--- src/aarm_delay.sv ---
module aarm_delay #(
  parameter int WIDTH = 66,
  parameter int DEPTH = 27
) (
  input  logic             clk,
  input  logic [WIDTH-1:0] din,
  output logic [WIDTH-1:0] dout
);
  logic [WIDTH-1:0] taps [DEPTH];

  always_ff @(posedge clk) begin
    taps[0] <= din;
    for (int i = 1; i < DEPTH; i++) begin
      taps[i] <= taps[i-1];
    end
  end

  assign dout = taps[DEPTH-1];
endmodule

--- config.mk ---
export PLATFORM = sky130hd
export DESIGN_NAME = aarm_delay
export DESIGN_NICKNAME = d
export VERILOG_FILES = /design/src/aarm_delay.sv
export SDC_FILE = /design/constraint.sdc
export NUM_CORES = 1
export LEC_CHECK = 0
export BUFFER_PORTS_ARGS = -buffer_cell sky130_fd_sc_hd__buf_2
export CORE_ASPECT_RATIO = 1.2
export CORE_MARGIN = 4
export CORE_UTILIZATION = 55
export DETAILED_ROUTE_END_ITERATION = 10
export PLACE_DENSITY_LB_ADDON = 0.15
export SYNTH_ARGS = -nofsm -noshare
export SYNTH_HDL_FRONTEND = slang
export SYNTH_SLANG_ARGS = --single-unit
--- constraint.sdc ---
create_clock -name clk -period 1.6 [get_ports clk]
set_clock_uncertainty 0.15 [all_clocks]
set_input_delay 0.08 -clock clk [delete_from_list [all_inputs] [get_ports clk]]
set_output_delay 0.08 -clock clk [all_outputs]
set_load 0.005 [all_outputs]
* Yosys cells after proc, flatten, opt, wreduce, memory -nomap -nowiden
Memories as Yosys holds them, arrays and structs flattened. Cells that the tools add are included.
Storage, ports and cells: bits in latches 0, word-level logic and storage cells 1, flip-flop bits (word level) 0, input port bits 67, output and inout bits 66, bits in read-only memories 0, memory bits (writable) 1782, memories kept 1
Memory list:
- taps | words 27, bits a word 66, read ports 27, clocked after Yosys merged registers in 0, wr ports 27, RTL line 9 | logic [WIDTH-1:0] taps [DEPTH];
Cells by class: reduce and logical (&&, ||, !) cells 0, muxes and demuxes 0, multipliers 0, order comparisons 0, bitwise gates (word level) 0, $add $sub $neg 0, equal/unequal tests 0, shifts and indexed selects 0, div/mod/pow operators 0

* Longest topological paths before layout
word-level depth 0, mapped depth 1, mapped depth without buffers 0

* Worst setup path after synthesis
Ideal clock, no wire load.
path kind register -> output, from memory taps[26][0], in the netlist taps[1][660], to output dout[0], setup slack 977 ps, stages on the path, launching flop included 2, buffers on the path 1, arrival 393 ps, required time 1370 ps, cells stage by stage dfxtp_1 buf_4
RTL lines:
- start: declaration | RTL line 9
- end: declaration | RTL line 7 | output logic [WIDTH-1:0] dout

==> results.md <==
* Status: complete, no violations
* Routed wl met2 at around 13 mm
* Startpoint type of the worst setup path: flop
* Slew HR at a little over four fifths
* Most flops, register: taps
* Final max-slew violation count at 0
* TritonCTS clock tree: yes
* CTS Buffer Depth at 3
* Total global routing overflow at 0
* Worst vdd ir at 0.00120 V
* Max Cap Viol at 0
* All-Layer GR Usage at around 9%
* Number of standard cells in the final layout excluding fillers at 3140
* Largest family of logic cells by synthesized area: buffers and inverters
* Mux contribution to synthesized area at 0%
* Post-Syn Area at between 30000 and 40000 sq um
* Routed WL at about 30 mm
* CTS Hold Bufs at roughly 130
* Leak at 0.0185 uW
* Worst-skew pair later-pin latency at 0.67 ns
* Endpoints failing hold at 0
* Regs by FF count: taps x1782
* Final Wtd Congestion at 0.621
* Placed cell count at 2746
* CTS Sinks at between 1500 and 2000
* Final setup viols at 0
* Post-Synth Adder-Cell Area at 0%
* Hold Slack at roughly 0.16 ns
* Initial antenna violation count at 0
* Synth Warn # at 0
* Via count at about 11000
* Post-Route Setup TNS at 0 ns
* # fillers at 4290
* Vias per inst at ~3.7
* Pwr dens at 1870 nW/um^2
* Simple-Gate Fraction of Synth Area at 0%
* IO Count at approximately 130
* Unrepaired setup endpoints after global routing: false
* Final nets at 2262
* Number of flip-flops under the largest register name at 1782
* CP max stage delay at between 0.3 and 0.4 ns
* Post-CTS sizing at 0
* Clock Tree Root: clkbuf_16
* Drt pass-1 iters at 4
* Rows at 102
* Clk slew on worst S/H paths at roughly 0.06 ns
* Layout cells sized above 1 at between 10% and 20%
* First-iteration detailed-routing DRC count at roughly 430
* Hold Path Origin: taps[0][528]
* Worst EP arrival at about 1.1 ns
* Slew @ Worst Pin at about 0.23 ns
* Post CTS Setup Buffer Count at 0
* Syn Area/Cell at 19.6 sq um
* Number of multi-input logic gates at 0
* Ant diodes at 0
* Xor/xnor share of the synthesized area at 0%
* Met3 WL at approximately 1.9 mm
* Synth unique cells at 2
* Synth Instances at ~1800
* Buf/Inv on CP at 1
* Die width at 242 microns
* Final ANT Viol Nets at 0
* Fin crit share at a little over four fifths
* Hold/Removal Path Class: reg2reg
* Worst R2R Start: taps[0][35]
* Tot Pwr at around 81000 uW
* Crit Path Category: reg2out
* Post-synthesis register bit count at 1782
* Max Freq at ~740 MHz
* Number of I/O port buffers at around 130
* Area Growth Syn to Fin at 20.2%
* Die height at between 200 and 300 microns
* CP required at 1.37 ns
* Worst path cell trace: buf_2
* # DRC at 0
* First-pass GRT wire length at slightly above 50 mm
* Core Box Area at ~65000 sq um
* Critical Path Sink Type: output port
* Post-Place Cell Area at around 37000 sq um
* Die area at 69900 sq um
* Design Area, Final at ~43000 sq um
* Metal-1 WL at between 10 and 15 mm
* Post-Syn Nets at 1915
* Mean routed wirelength per cell at approximately 9.3 microns
* DR top layer: met4
* Top Family by Delay on Critical Path: flip-flops
* Area of the multi-input gates at 0 sq um
* Max FO, Critical Path at 1
* Origin of the worst setup path: taps[1][684]
* H-tree level count at 4
* Compound-cell area share of the yosys netlist at 0%
* Seq/Total Area, Yosys at 98.6%
* Largest net degree at the start of global routing at 17
* Vias in the first global route at around 11000
* Post-layout min period at about 1.3 ns
* Initial Utilization at 55.8%
* Total CTS buffers at roughly 150
* Worst path slowest cell: dfxtp_1
[routing by layer]
metal | vias to the layer above | track usage (%)
li1 | 6318 | -
met1 | 4800 | 9.54
met2 | 249 | 13.9
met3 | 98 | 3.76
met4 | 0 | 6.26
met5 | - | 0
[power breakdown]
group / total, uW / switching [uW] / internal (uW) / leakage [uW]
clock: 33700 / 13900 / 19900 / 0.00236
combinational: 430 / 109 / 321 / 0.00107
sequential: 47200 / 465 / 46800 / 0.0150
[final cells by class]
cell class | instances | area [sq um] | area share (%)
Sequential cell | 1782 | 35700 | 82.1
Clock buffer | 226 | 4470 | 10.3
Timing Repair Buffer | 264 | 1980 | 4.56
Tap cell | 832 | 1040 | 2.40
Clock inverter | 36 | 297 | 0.682
[cell families after synthesis]
family / Yosys count
DFF: 1782
buffers and inverters: 66
[cells in the final DEF, fill, tap and decap left out]
cell type,instances
bufinv_16,4
clkinvlp_4,2
dfxtp_1,1782
clkinv_2,27
clkbuf_8,28
buf_2,132
inv_6,2
clkbuf_1,41
clkbuf_16,157
dlygate4sd3_1,132
clkinv_4,1
[cell usage after synthesis]
| cell type | count | area share, % |
|---|---|---|
| dfxtp_1 | 1782 | 99 |
| buf_4 | 66 | 1.4 |
[per-stage QoR]
step / utilization [%] / worst slack (ns)
2_1_floorplan: - / 0.977
3_3_place_gp: 57.7 / 0.980
3_5_place_dp: 57.7 / 0.943
4_1_cts: 67.0 / 0.176
5_1_grt: 67.0 / 0.163
6_report: 67.0 / 0.257
[worst paths after layout]
check,to,slack [ns],cells past startpoint
worst max-delay path,dout[24],0.26,1
worst min-delay path,taps[0][594],0.16,0
worst max register to register,taps[0][101],1.02,0
worst min register to register,taps[0][594],0.16,0
(Power assumes the default switching activity.)
